### config.mk
export PLATFORM = sky130hd
export DESIGN_NAME = pbtm_ram
export DESIGN_NICKNAME = d
export VERILOG_FILES = /design/src/design/pbtm_ram.sv
export SDC_FILE = /design/constraint.sdc
export NUM_CORES = 1
export LEC_CHECK = 0
export BUFFER_PORTS_ARGS = -buffer_cell sky130_fd_sc_hd__buf_2
export CAP_MARGIN = 25
export CORE_ASPECT_RATIO = 0.5
export CORE_MARGIN = 4
export CORE_UTILIZATION = 60
export CTS_CLUSTER_SIZE = 28
export DETAILED_ROUTE_END_ITERATION = 8
export GPL_ROUTABILITY_DRIVEN = 0
export PLACE_DENSITY_LB_ADDON = 0.05
export SETUP_SLACK_MARGIN = 0.2
export SLEW_MARGIN = 25
export SYNTH_ARGS = -nofsm -noshare
export SYNTH_HDL_FRONTEND = slang
export SYNTH_SLANG_ARGS = --single-unit
### constraint.sdc
create_clock -name clk_i -period 1.9 [get_ports clk_i]
set_input_delay 0 -clock clk_i [delete_from_list [all_inputs] [get_ports clk_i]]
set_output_delay 0 -clock clk_i [all_outputs]
set_load 0.02 [all_outputs]
### src/design/pbtm_ram.sv
// Generic single-port-write, single-port-read RAM with registered read data.
module pbtm_ram #(
  parameter int WIDTH = 8,
  parameter int DEPTH = 16
) (
  input  logic                     clk_i,
  input  logic                     we_i,
  input  logic [$clog2(DEPTH)-1:0] waddr_i,
  input  logic [WIDTH-1:0]         wdata_i,
  input  logic [$clog2(DEPTH)-1:0] raddr_i,
  output logic [WIDTH-1:0]         rdata_o
);

  logic [WIDTH-1:0] mem_q [DEPTH];
  logic [WIDTH-1:0] rdata_q;

  always_ff @(posedge clk_i) begin
    if (we_i) begin
      mem_q[waddr_i] <= wdata_i;
    end
    rdata_q <= mem_q[raddr_i];
  end

  assign rdata_o = rdata_q;

endmodule

==> flow_results.org <==
** Status
- Status :: complete, no violations

** STA
- Worst-margin pin slew :: approximately 0.64 ns
- The worst pin sits at a relative slew slack of 0.569.
- Fin crit share :: 0.733
- Timing would allow up to between 700 and 800 MHz.
- Worst hold slack :: about 0.13 ns
- Minimum period implied by the final worst setup slack :: between 1 and 1.5 ns
- TNS Setup :: 0 ns
- Setup violators final :: 0
- The number of hold violations in the final report came to 0.
- Slew Viols, Final :: 0
- On the final layout, the worst clock skew is between 0.006 and 0.007 ns.
- Setup repair after global routing left no endpoint under its margin.

** Finish
- In the final layout, the share of cells above drive strength 1 is 0.290.
- Nets :: approximately 310
- Diodes inserted :: 0
- Layout Area Growth over Synthesis :: 18.9%

** Yosys
- During synthesis, Yosys emitted a total of 0 warnings.
- Of the synthesized area, sequential elements account for 0.778.
- After synthesis the cells add up to 5150 sq um.
- Synthesis produced 229 cells.
- Yosys mapped the design onto 19 distinct sky130hd cell types.
- The number of nets handed over by synthesis was 247.
- The synthesized design contains roughly 140 register bits.
- Avg Inst Size Synth :: around 22 sq um

** Clock tree
- TritonCTS clock tree :: done
- The clock net in this run drives a total of 136 sinks.
- Clock-pin slew was measured on the worst setup and hold paths at about 0.050 ns.
- Root buffer selected by CTS :: clkbuf_16
- Clock latency on the worst-skew pair :: about 0.41 ns
- Total setup buffers inserted after CTS :: 0
- H-tree level count :: 4
- Worst-case clock buffer depth :: 2
- Number of buffers added by the clock tree synthesis step :: 17

** Detailed routing
- Vias :: between 2000 and 3000
- The first TritonRoute pass finished after 4 iterations.
- Remaining design rule violation count :: 0
- Vias per cell :: ~6.0
- In this run, the number of DRC markers left after iteration 0 of detailed routing was around 290.
- For this block, the routed nets add up to just over 10000 microns of wire.
- Average wire per cell in the routed design :: 24.1 microns
- The count of nets left with antenna violations once routing finished came out at 0.

** Global route
- In the global route stage, overall resource usage came out at 0.220.
- Entering global routing, the biggest net connects 21 pins.
- Wire length of the first global-routing pass :: around 16000 microns
- The number of antenna violations at the first check in global routing is 0.
- After global routing the overflow that remains totals 0.
- The via count of the first global-routing pass was 2577.

** Critical path
- Worst Setup End Kind :: flip-flop
- Critical-path cell list :: mux4_1 > a22oi_1 > nand2_1
- CP Data Required Time :: approximately 2.2 ns
- Counting both buffers and inverters, the worst setup path holds a total of 0.
- Critical setup path kind :: reg2reg
- Max Fanout on Critical Path :: 1
- Slowest stage cell, crit path :: mux4_1
- Arrival @ worst endpoint :: 1.68 ns
- In this design, the stage delay of the slowest critical-path cell is 0.49 ns.
- Worst path top cell family by delay :: multiplexers
- The worst setup path is launched from a flip-flop.

** Floorplan
- After floorplanning, the core was sized to cover ~8200 sq um.
- Horizontal die dimension :: ~140 microns
- During I/O placement, the number of pins put on the boundary was 26.
- The die covers a little over 10000 sq um.
- Die Height :: 73.5 microns
- The initialized floorplan defines 23 standard-cell rows.
- Initial Utilization :: 0.630

** Pwr
- Static Leak :: 2.11 nW
- Power density normalized to cell area :: around 1100 nW/um^2
- Maximum resistive drop on vdd :: about 1100 uV

** Flow run
- Max-Cap Viols :: 0

** Hold path
- The path class of the tightest hold or removal check is in2reg.

** Placement
- Number of buffer cells added on primary ports :: 25
- HPWL after detailed placement :: around 6300 microns
what timing repair did:
action | in CTS | in global routing
resized for setup | 0 | 0
hold buffers | 8 | 0
endpoints found under the hold margin | 128 | 0
synth_stat cells:
cell type	number	area, sq um
and2_1	1	6.26
and2b_1	1	7.51
nand3b_1	2	15.0
nor2_1	13	48.8
dfxtp_1	8	160
edfxtp_1	128	3840
nor2b_1	1	6.26
buf_2	3	15.0
a22oi_1	16	120
mux4_1	14	368
buf_4	1	7.51
buf_6	3	33.8
nand2b_1	2	12.5
nor3_1	4	20.0
mux4_2	18	405
nand2_1	9	33.8
nand3_1	1	5.00
clkdlybuf4s25_2	3	30.0
or3b_2	1	8.76
through the flow:
step	area (sq um)	utilization	std cells	setup slack, ns	power (mW)
floorplan	5150	-	229	0.407	3.63
global placement	5510	0.674	379	0.368	3.76
global route	6120	0.749	419	0.438	6.90
finish	6120	0.749	419	0.508	6.68
detailed placement	5510	0.674	379	0.351	3.77
CTS	6120	0.749	419	0.505	6.71
final timing paths:
| path | start | endpoint | slack [ns] | depth (start not counted) |
|---|---|---|---|---|
| hold / removal | waddr_i[3] | mem_q[3][5] | 0.13 | 3 |
| hold reg to reg | mem_q[7][2] | rdata_o[2] | 0.68 | 3 |
| setup / recovery | mem_q[10][1] | rdata_o[1] | 0.51 | 3 |
| setup reg to reg | mem_q[10][1] | rdata_o[1] | 0.51 | 3 |
kinds of logic (layout without fill, tap and decap cells):
group,count (synthesis),in the layout,synth area share
flops,136,136,0.778
simple gates,35,35,0.0318
mux,32,32,0.150
buf+inv,10,88,0.0168
compound gates,16,16,0.0233
worst min-delay path: cells and delay by family:
family | cells | cell delay [ns]
AND/OR/NAND/NOR | 2 | 0.25
buffers and inverters | 1 | 0.10
metal layers:
layer	global-route usage	vias up	routed length, microns
li1	-	1110	-
met4	0.0618	0	95
met1	0.330	1298	4410
met5	0	-	0
met3	0.0702	10	978
met2	0.319	106	4630
cells in the final DEF (no fill, tap or decap):
cell type,count
a22oi_1,16
bufinv_16,1
or3b_2,1
nor3_1,4
clkinv_1,4
nand3b_1,2
clkinv_2,2
dfxtp_1,8
nor2b_1,1
mux4_1,14
clkbuf_16,17
and2_1,1
dlygate4sd3_1,8
nand3_1,1
nor2_1,13
and2b_1,1
nand2b_1,2
edfxtp_1,128
mux4_2,18
buf_4,22
buf_2,25
clkbuf_8,2
buf_12,1
clkbuf_1,6
nand2_1,9
sequential cells by signal (all words and copies together) (netlist names):
name	count
mem_q	128
rdata_o	8
report_power, final:
group,internal [mW],total (mW),switching (mW)
Clock,1.84,2.95,1.11
Sequential,3.36,3.38,0.0198
Combinational,0.148,0.351,0.203
area by class of cell:
class / count / area, sq um
Clock buffer: 25 / 475
Clock inverter: 7 / 55.1
Fill cell: 482 / 2050
Multi-Input combinational cell: 83 / 1060
Sequential cell: 136 / 4000
Tap cell: 112 / 140
Timing Repair Buffer: 56 / 390
Note: power is estimated with default switching activity, not from simulation.
