--- src/design/pbtm_pkg.sv ---
// Shared constants, codes and types of the paged block table manager.
package pbtm_pkg;

  localparam int NUM_BLOCKS         = 1024;
  localparam int MAX_SEQS           = 64;
  localparam int MAX_BLOCKS_PER_SEQ = 128;
  localparam int MAX_APPEND         = 64;

  localparam int BLK_W   = $clog2(NUM_BLOCKS);
  localparam int TOP_W   = BLK_W + 1;
  localparam int SLOT_W  = $clog2(MAX_SEQS);
  localparam int BIDX_W  = $clog2(MAX_BLOCKS_PER_SEQ);
  localparam int TBL_AW  = SLOT_W + BIDX_W;
  localparam int CNT_W   = BIDX_W + 1;
  localparam int TOK_W   = $clog2(MAX_APPEND) + 1;
  localparam int LEN_W   = 16;
  localparam int POS_W   = 15;
  localparam int TPB_W   = 9;
  localparam int SIB_W   = 8;
  localparam int DIV_W   = LEN_W + 1;
  localparam int MAX_LEN = 32768;
  localparam int TPB_MIN = 16;
  localparam int TPB_MAX = 256;

  localparam logic [1:0] CFG_TPB  = 2'd0;
  localparam logic [1:0] CFG_POOL = 2'd1;

  typedef enum logic [2:0] {
    OP_REBUILD  = 3'd0,
    OP_CREATE   = 3'd1,
    OP_REMOVE   = 3'd2,
    OP_TRUNCATE = 3'd3,
    OP_APPEND   = 3'd4,
    OP_QUERY    = 3'd5
  } opcode_e;

  typedef enum logic [2:0] {
    ST_OK        = 3'd0,
    ST_EXISTS    = 3'd1,
    ST_NOT_FOUND = 3'd2,
    ST_EXCEEDS   = 3'd3,
    ST_NO_BLOCK  = 3'd4,
    ST_BAD_AMT   = 3'd5
  } status_e;

  typedef enum logic [10:0] {
    S_IDLE     = 11'b000_0000_0001,
    S_SLOT_RD  = 11'b000_0000_0010,
    S_DECIDE   = 11'b000_0000_0100,
    S_DIV      = 11'b000_0000_1000,
    S_FREE_RD  = 11'b000_0001_0000,
    S_FREE_WR  = 11'b000_0010_0000,
    S_ALLOC_RD = 11'b000_0100_0000,
    S_ALLOC_WR = 11'b000_1000_0000,
    S_TOK_RD   = 11'b001_0000_0000,
    S_TOK_EM   = 11'b010_0000_0000,
    S_EMIT     = 11'b100_0000_0000
  } state_e;

  typedef struct packed {
    logic             used;
    logic [LEN_W-1:0] len;
    logic [LEN_W-1:0] lim;
    logic [CNT_W-1:0] cnt;
  } slot_rec_t;

  typedef struct packed {
    logic             last;
    logic [POS_W-1:0] tp;
    logic [SIB_W-1:0] sib;
    logic [BLK_W-1:0] pb;
    logic [TOP_W-1:0] free;
    logic [LEN_W-1:0] len;
    status_e          status;
  } result_t;

  typedef struct packed {
    logic             start;
    logic [DIV_W-1:0] dividend;
    logic [TPB_W-1:0] divisor;
  } div_req_t;

  typedef struct packed {
    logic             done;
    logic [DIV_W-1:0] quot;
    logic [TPB_W-1:0] rem;
  } div_rsp_t;

endpackage

--- src/design/pbtm_div.sv ---
// Restoring divider, one quotient bit per cycle.
module pbtm_div
  import pbtm_pkg::*;
(
  input  logic     clk_i,
  input  logic     rst_ni,
  input  div_req_t req_i,
  output div_rsp_t rsp_o
);

  localparam int CW = $clog2(DIV_W + 1);

  logic             busy_q, busy_d;
  logic             done_q, done_d;
  logic [CW-1:0]    cnt_q, cnt_d;
  logic [DIV_W-1:0] num_q, num_d;
  logic [DIV_W-1:0] quo_q, quo_d;
  logic [TPB_W-1:0] rem_q, rem_d;
  logic [TPB_W-1:0] den_q, den_d;
  logic [TPB_W:0]   trial;
  logic             fits;

  assign trial = {rem_q, num_q[DIV_W-1]};
  assign fits  = trial >= {1'b0, den_q};

  always_comb begin
    busy_d = busy_q;
    done_d = 1'b0;
    cnt_d  = cnt_q;
    num_d  = num_q;
    quo_d  = quo_q;
    rem_d  = rem_q;
    den_d  = den_q;
    if (req_i.start) begin
      busy_d = 1'b1;
      cnt_d  = CW'(DIV_W);
      num_d  = req_i.dividend;
      quo_d  = '0;
      rem_d  = '0;
      den_d  = req_i.divisor;
    end else if (busy_q) begin
      rem_d = fits ? TPB_W'(trial - {1'b0, den_q}) : trial[TPB_W-1:0];
      quo_d = {quo_q[DIV_W-2:0], fits};
      num_d = {num_q[DIV_W-2:0], 1'b0};
      cnt_d = cnt_q - CW'(1);
      if (cnt_q == CW'(1)) begin
        busy_d = 1'b0;
        done_d = 1'b1;
      end
    end
  end

  always_ff @(posedge clk_i or negedge rst_ni) begin
    if (!rst_ni) begin
      busy_q <= 1'b0;
      done_q <= 1'b0;
      cnt_q  <= '0;
    end else begin
      busy_q <= busy_d;
      done_q <= done_d;
      cnt_q  <= cnt_d;
    end
  end

  always_ff @(posedge clk_i) begin
    num_q <= num_d;
    quo_q <= quo_d;
    rem_q <= rem_d;
    den_q <= den_d;
  end

  assign rsp_o.done = done_q;
  assign rsp_o.quot = quo_q;
  assign rsp_o.rem  = rem_q;

endmodule

--- config.mk ---
export PLATFORM = sky130hd
export DESIGN_NAME = pbtm_div
export DESIGN_NICKNAME = d
export VERILOG_FILES = /design/src/design/pbtm_pkg.sv /design/src/design/pbtm_div.sv
export SDC_FILE = /design/constraint.sdc
export NUM_CORES = 1
export LEC_CHECK = 0
export ABC_AREA = 1
export BUFFER_PORTS_ARGS = -buffer_cell sky130_fd_sc_hd__buf_4
export CAP_MARGIN = 10
export CORE_ASPECT_RATIO = 1.5
export CORE_MARGIN = 4
export CORE_UTILIZATION = 41
export DETAILED_ROUTE_END_ITERATION = 7
export GPL_ROUTABILITY_DRIVEN = 1
export PLACE_DENSITY = 0.75
export SETUP_SLACK_MARGIN = 0.05
export SYNTH_ARGS = -nofsm -noshare
export SYNTH_HDL_FRONTEND = slang
export SYNTH_SLANG_ARGS = --single-unit
--- constraint.sdc ---
create_clock -name clk_i -period 1.7 [get_ports clk_i]
set_input_delay 0.255 -clock clk_i [delete_from_list [all_inputs] [get_ports clk_i]]
set_output_delay 0.255 -clock clk_i [all_outputs]
set_load 0.03 [all_outputs]
==> results of run 1 <==
## routing by layer
layer	share of wire, %	global-route usage, %	vias up
met5	0	0	-
met4	0.95	5.08	0
met3	3.2	3.18	7
met2	57	29.2	43
met1	39	15.0	1105
li1	-	-	1226
## layout make-up
class	count	share of cell area [%]
Clock buffer	9	3.32
Clock inverter	7	1.21
Tap cell	78	2.61
Sequential cell	59	39.6
Multi-Input combinational cell	202	31.1
Timing Repair Buffer	79	16.0
Inverter	60	6.10
## cell families after synthesis
logic type,synth area share (%)
compound gates,6.78
xor+xnor,0.609
fa+ha+maj,5.48
buf+inv,10.0
flops,51.3
simple gates,25.8
## worst max-delay path by stage
stage	slack (ns)	from	cells after the start	end
floorplan	-0.11	num_q[16]$_DFFE_PP_	13	rem_q[2]$_SDFFE_PP0P_
global placement	-0.11	num_q[16]$_DFFE_PP_	14	quo_q[0]$_SDFFE_PP0P_
detailed placement	-0.17	num_q[16]$_DFFE_PP_	14	quo_q[0]$_SDFFE_PP0P_
CTS	-0.14	num_q[16]$_DFFE_PP_	15	rem_q[6]$_SDFFE_PP0P_
global route	-0.24	num_q[16]$_DFFE_PP_	15	rem_q[6]$_SDFFE_PP0P_
finish	-0.13	num_q[16]$_DFFE_PP_	15	rem_q[6]$_SDFFE_PP0P_
## worst register-to-register path: stages (launching register included)
cell      delay [ns]
edfxtp_1        0.38
inv_2           0.09
ha_4            0.13
inv_2           0.03
fa_2            0.36
nand2_4         0.09
nand2_4         0.06
nand3_4         0.07
nand2_4         0.06
buf_4           0.14
nand2_2         0.05
nand2_1         0.05
nand3_2         0.06
nand3_1         0.06
nand2_1         0.06
inv_1           0.05
## per-stage QoR
| stage | cells | setup slack [ns] | hold WS, ns | utilization (%) |
|---|---|---|---|---|
| finish | 494 | -0.132 | 0.0998 | 54.5 |
| global route | 494 | -0.239 | 0.0707 | 54.5 |
| CTS | 494 | -0.137 | 0.0799 | 54.3 |
| detailed placement | 474 | -0.172 | 0.0743 | 50.8 |
| global placement | 474 | -0.111 | 0.0721 | 50.8 |
| floorplan | 331 | -0.113 | -0.0406 | - |
## synthesized netlist by cell type, types with 4 or more instances
master,instances
nand2_1,103
inv_1,59
dfxtp_1,26
edfxtp_1,26
o22ai_1,15
nor2_1,14
nand3_1,12
ha_1,11
nand3_2,8
nand4_1,8
dfrtp_1,7
a21oi_1,6
o21ai_0,5
clkbuf_1,4
## state kept, by name, indices dropped and copies added (netlist names)
signal / flops
busy_q: 1
cnt_q: 5
den_q: 9
done_q: 1
num_q: 17
quo_q: 17
rem_q: 9
## power groups by stage
stage	clock, W	combinational, W	sequential [W]
floorplan	0	0.00129	0.00205
global placement	0	0.00208	0.00187
detailed placement	0	0.00212	0.00188
CTS	0.00110	0.00224	0.00185
global route	0.00119	0.00250	0.00187
finish	0.00106	0.00225	0.00185
## what timing repair did
action / CTS / global route
gates resized for setup: 10 / 3
pin swaps: 13 / 5
endpoints found under the setup margin: 10 / 10
endpoints found under the hold margin: 7 / 0
setup buffers: 3 / 0
hold buffers: 1 / 0
## layout by cell type, fill, tap and decap left out
cell type / n
o21ai_0: 5
fa_2: 1
dfrtp_1: 7
edfxtp_1: 26
nor3_1: 1
o211ai_1: 2
nand2_1: 101
clkbuf_8: 9
inv_4: 1
o22ai_1: 15
ha_4: 1
nand2_4: 4
nand2_8: 1
dlygate4sd3_1: 1
nand4_1: 8
nand3_1: 11
and3_1: 1
clkinv_2: 3
o21ai_1: 2
clkinv_1: 1
dfxtp_2: 3
nor2_1: 14
buf_6: 1
nand3_2: 9
a21oi_4: 1
clkinvlp_4: 4
xor2_1: 1
nand3_4: 1
inv_2: 2
xnor2_1: 1
dfxtp_1: 23
a21oi_1: 6
inv_1: 56
ha_1: 10
buf_4: 77
o21ai_2: 1
nor3_4: 1
nor2_4: 2
nand2_2: 2
==> out/results.tsv, run 1 <==
metric	value	unit
status	finished with violations	
violations	setup timing	
synth.area.top_cells	edfxtp_1, dfxtp_1, nand2_1, inv_1, dfrtp_1	
diodes	0	
worstReg2RegStart	num_q[16]$_DFFE_PP_	
setup_tns	-0.918	ns
slew_headroom	52.6	%
tightest_slew	0.710	ns
synthDistinctLibCells	32	
critPathMaxStageDelay	0.38	ns
vdd_drop_max	0.000584	V
wl	6130	µm
cp.required	1.92	ns
ys_warn_count	0	
synth_flop_cell	edfxtp_1	
r2r_end	rem_q[6]$_SDFFE_PP0P_	
final_area	0.00373	mm²
internal_power	0.00315	W
fin_ws	-0.132	ns
grt_pass1_wl	10100	µm
powerDensity	1380	mW/mm²
period_needed	1.83	ns
path_cells	inv_2 > ha_4 > inv_2 > fa_2 > nand2_4 > nand2_4 > nand3_4 > nand2_4 > buf_4 > nand2_2 > nand2_1 > nand3_2 > nand3_1 > nand2_1 > inv_1	
area_growth	29.8	%
synthCells	331	
maxCapViolCount	0	
path_max_fanout	2	
swShare	38.9	%
num_rows	37	
p_comb_share	43.7	%
cp_num_buf_inv	4	
start_kind	register	
drv_slew	0	
syn_avg_cell_area	8.69	µm²
clock_power_share	20.5	%
rrSetupSlack	-0.13	ns
dieWidth	76.4	µm
ys_ff_latch	59	
switchingPower	0.00201	W
ys_async_sr_fraction	11.9	%
hpwl	4630	µm
grt_pass1_vias	2312	
drt_first_pass_iters	4	
crit_family	simple AND/OR/NAND/NOR gates	
synth_area	0.00288	mm²
rsz0062_at_grt	yes	
via_per_inst	4.82	
cp_common_cell	nand2_4	
drtAntennaViolNets	0	
cts.sinks	59	
setup_viol	10	
die-area	0.00845	mm²
die_h	111	µm
p_total	0.00516	W
arrival	2.05	ns
clockBufferDepth	2	
vias	2381	
hold_viol_final	0	
fin_skew	0.00678	ns
fill_cells	647	
core	0.00685	mm²
ys_seq_area_share	51.3	%
drt_iter0_drc	155	
routabilityCongestion	0.830	
cts-root-buf	clkbuf_8	
clock_latency	0.33	ns
io_pins	56	
reg2reg_depth	15	
place_area	0.00348	mm²
min-delay-start	req_i[8]	
multi_input_area	0.00116	mm²
syn_nets	372	
holdPathStages	1	
wl_per_cell	12.4	µm
path_clk_slew	0.07	ns
period_share	108	%
gr-usage-all-layers	14.9	%
yosys.area.top_type	edfxtp_1	
initial_utilization	42.0	%
leakage	1.88	nW
hold_path_class	in2reg	
grt_remaining_overflow	0	
register_area	0.00148	mm²
drc	0	
fmaxAchievable	546	MHz
cts-htree-levels	3	
holdPathEnd	den_q[8]$_DFFE_PP_	
layout.nets	452	
end_kind	register	
grt_max_degree	25	
portBuffers	55	
seq_power_share	35.8	%
synth_top_area_share	27.1	%
synth-edff-count	26	
cts_tree	done	
critPathKind	reg2reg	
cts_buffers	9	
crit_slowest_cell	edfxtp_1	
antenna_found_initial	0	
drive_gt1_share	29.8	%
No activity file was read; power rests on OpenSTA's default activity.
==> run 2, diff against run 1 <==
--- a/config.mk
+++ b/config.mk
@@ -9,12 +9,12 @@
 export BUFFER_PORTS_ARGS = -buffer_cell sky130_fd_sc_hd__buf_4
 export CAP_MARGIN = 10
 export CORE_ASPECT_RATIO = 1.5
-export CORE_MARGIN = 4
 export CORE_UTILIZATION = 41
 export DETAILED_ROUTE_END_ITERATION = 7
 export GPL_ROUTABILITY_DRIVEN = 1
 export PLACE_DENSITY = 0.75
-export SETUP_SLACK_MARGIN = 0.05
+export SETUP_SLACK_MARGIN = 0.5
+export SLEW_MARGIN = 20
 export SYNTH_ARGS = -nofsm -noshare
 export SYNTH_HDL_FRONTEND = slang
 export SYNTH_SLANG_ARGS = --single-unit
==> run 2 against run 1 <==
The run still ends with setup timing left. Via count up 3.4%. Sequential power up 2%. Final cell count up 1.0%. Cell area up 4.9%. Highest routed layer unchanged.
==> out/results.tsv, run 2 (same netlist as run 1, synthesis figures left out) <==
metric	value	unit	change
setup_viol	10		unchanged
core	0.00681	mm²	-0.68%
leakage	1.92	nW	+1.6%
drt_iter0_drc	85		-45%
antenna_found_initial	0		unchanged
start_kind	register		
crit_family	simple AND/OR/NAND/NOR gates		
hold_viol_final	0		unchanged
cts_buffers	9		unchanged
dieWidth	70.4	µm	-7.9%
stdcell_count	499		+1.0%
endpoint	rem_q[7]$_SDFFE_PP0P_		
die_h	105	µm	-5.4%
grt_pass1_wl	11000	µm	+8.3%
drc	0		unchanged
clockBufferDepth	2		unchanged
status	finished with violations		
io_pins	56		unchanged
path_cells	inv_2 > ha_4 > inv_4 > fa_2 > nand2_2 > nand2_2 > nand3_4 > nand2_4 > nand2_8 > buf_6 > nand4_1 > nand3_2 > nand2_2 > inv_2		
p_total	0.00563	W	+9.0%
vias	2462		+3.4%
arrival	2.15	ns	+0.10 ns
cts-htree-levels	3		unchanged
critPathKind	reg2reg		
end_kind	register		
cts_tree	done		
via_per_inst	4.93		+2.4%
reg_top3	num_q x17, quo_q x17		
critPathMaxStageDelay	0.38	ns	about the same
slew_headroom	80.2	%	+28 points
maxCapViolCount	0		unchanged
grt_max_degree	34		+36%
num_rows	37		unchanged
cp.required	1.99	ns	+0.07 ns
period_needed	1.86	ns	+0.0274 ns
cts.sinks	59		unchanged
final_area	0.00392	mm²	+4.9%
hpwl	4480	µm	-3.2%
period_share	109	%	+1.6 points
reg2reg_depth	14		-1
cp_num_buf_inv	4		unchanged
crit_cells	14		-1
die-area	0.00737	mm²	-13%
place_area	0.00345	mm²	-1.0%
fmaxAchievable	538	MHz	-1.5%
path_clk_slew	0.06	ns	about the same
drtAntennaViolNets	0		unchanged
fin_ws	-0.160	ns	-0.0274 ns
diodes	0		unchanged
tightest_slew	0.297	ns	-0.414 ns
pre_cts_ws	-0.172	ns	+0.000478 ns
hold_path_class	in2reg		
powerDensity	1440	mW/mm²	+4.0%
violations	setup timing		
r2r_end	rem_q[7]$_SDFFE_PP0P_		
utilization	57.6	%	+3.1 points
rrSetupSlack	-0.16	ns	-0.03 ns
fin_skew	0.00777	ns	+0.000990 ns
worstReg2RegStart	num_q[16]$_DFFE_PP_		
final_common_cell	nand2_1		
crit_slowest_cell	edfxtp_1		
grt_pass1_vias	2451		+6.0%
area_growth	36.1	%	
clock_latency	0.34	ns	about the same
portBuffers	55		unchanged
layout.nets	457		+1.1%
routabilityCongestion	0.847		+2.0%
drive_gt1_share	33.5	%	+3.7 points
gr-usage-all-layers	19.3	%	+4.4 points
layout_common_cells	nand2_1, buf_4, inv_1, edfxtp_1, dfxtp_1		
vdd_drop_max	0.000547	V	-6.2%
cp_common_cell	nand2_2		
initial_utilization	42.3	%	+0.29 points
path_max_fanout	5		+3
wl_per_cell	13.2	µm	+6.3%
rsz0062_at_grt	yes		
grt_remaining_overflow	0		unchanged
drt_first_pass_iters	4		unchanged
wl	6590	µm	+7.4%
drv_slew	0		unchanged
crit_start	num_q[16]$_DFFE_PP_		
cts-root-buf	clkbuf_8		
place_inst	468		-1.3%
fill_cells	620		-4.2%
[run 2: cell types whose count changed in the layout (fill, tap and decap cells not counted), sizes merged]
cell / before / now
clkbuf: 9 / 13
nand2: 108 / 109
buf: 78 / 82
bufinv: 0 / 1
clkinv: 4 / 3
clkinvlp: 4 / 1
inv: 59 / 58
[run 2: worst min-delay path by stage]
stage / end / cells after the start / startpoint
2_1_floorplan: busy_q$_DFF_PN0_ / 0 / rst_ni
3_3_place_gp: cnt_q[2]$_DFFE_PN0P_ / 1 / rst_ni
3_5_place_dp: cnt_q[2]$_DFFE_PN0P_ / 1 / rst_ni
4_1_cts: den_q[2]$_DFFE_PP_ / 1 / req_i[2]
5_1_grt: den_q[2]$_DFFE_PP_ / 1 / req_i[2]
6_report: den_q[4]$_DFFE_PP_ / 1 / req_i[4]
[run 2: timing repair]
item / 4_1_cts / 5_1_grt
pin swaps: 19 / 2
endpoints found under the setup margin: 54 / 15
hold endpoints to repair: 7 / 0
resized for setup: 29 / 19
gates cloned: 1 / 0
hold buffers: 1 / 0
buffers inserted: 8 / 5
[run 2: layout make-up]
type / instances / area, µm² / area share (%)
clock buffers: 13 / 149 / 3.80
clock inverters: 3 / 37.5 / 0.958
inverters: 60 / 251 / 6.42
multi-input cells: 203 / 1190 / 30.4
flip-flops and latches: 59 / 1490 / 38.1
well taps: 78 / 97.6 / 2.49
repair buffers: 83 / 698 / 17.8
[run 2: through the flow]
stage	hold slack (ns)	TNS, ns
finish	0.0880	-1.22
global route	0.0682	-2.20
CTS	0.0683	-0.838
global placement	0.0723	-0.679
floorplan	-0.0406	-0.755
detailed placement	0.0743	-1.18
[run 2: power breakdown]
group,internal [W],leakage (nW),switching [W]
registers,0.00173,0.572,0.000164
logic,0.00106,1.25,0.00145
clock network,0.000708,0.0927,0.000514
[run 2: routing by layer]
metal | global-route usage, % | vias up | share of wire [%]
met4 | 11.1 | 0 | 3.0
met3 | 5.40 | 15 | 2.7
met2 | 34.2 | 48 | 57
li1 | - | 1237 | -
met5 | 0 | - | 0
met1 | 19.7 | 1162 | 38
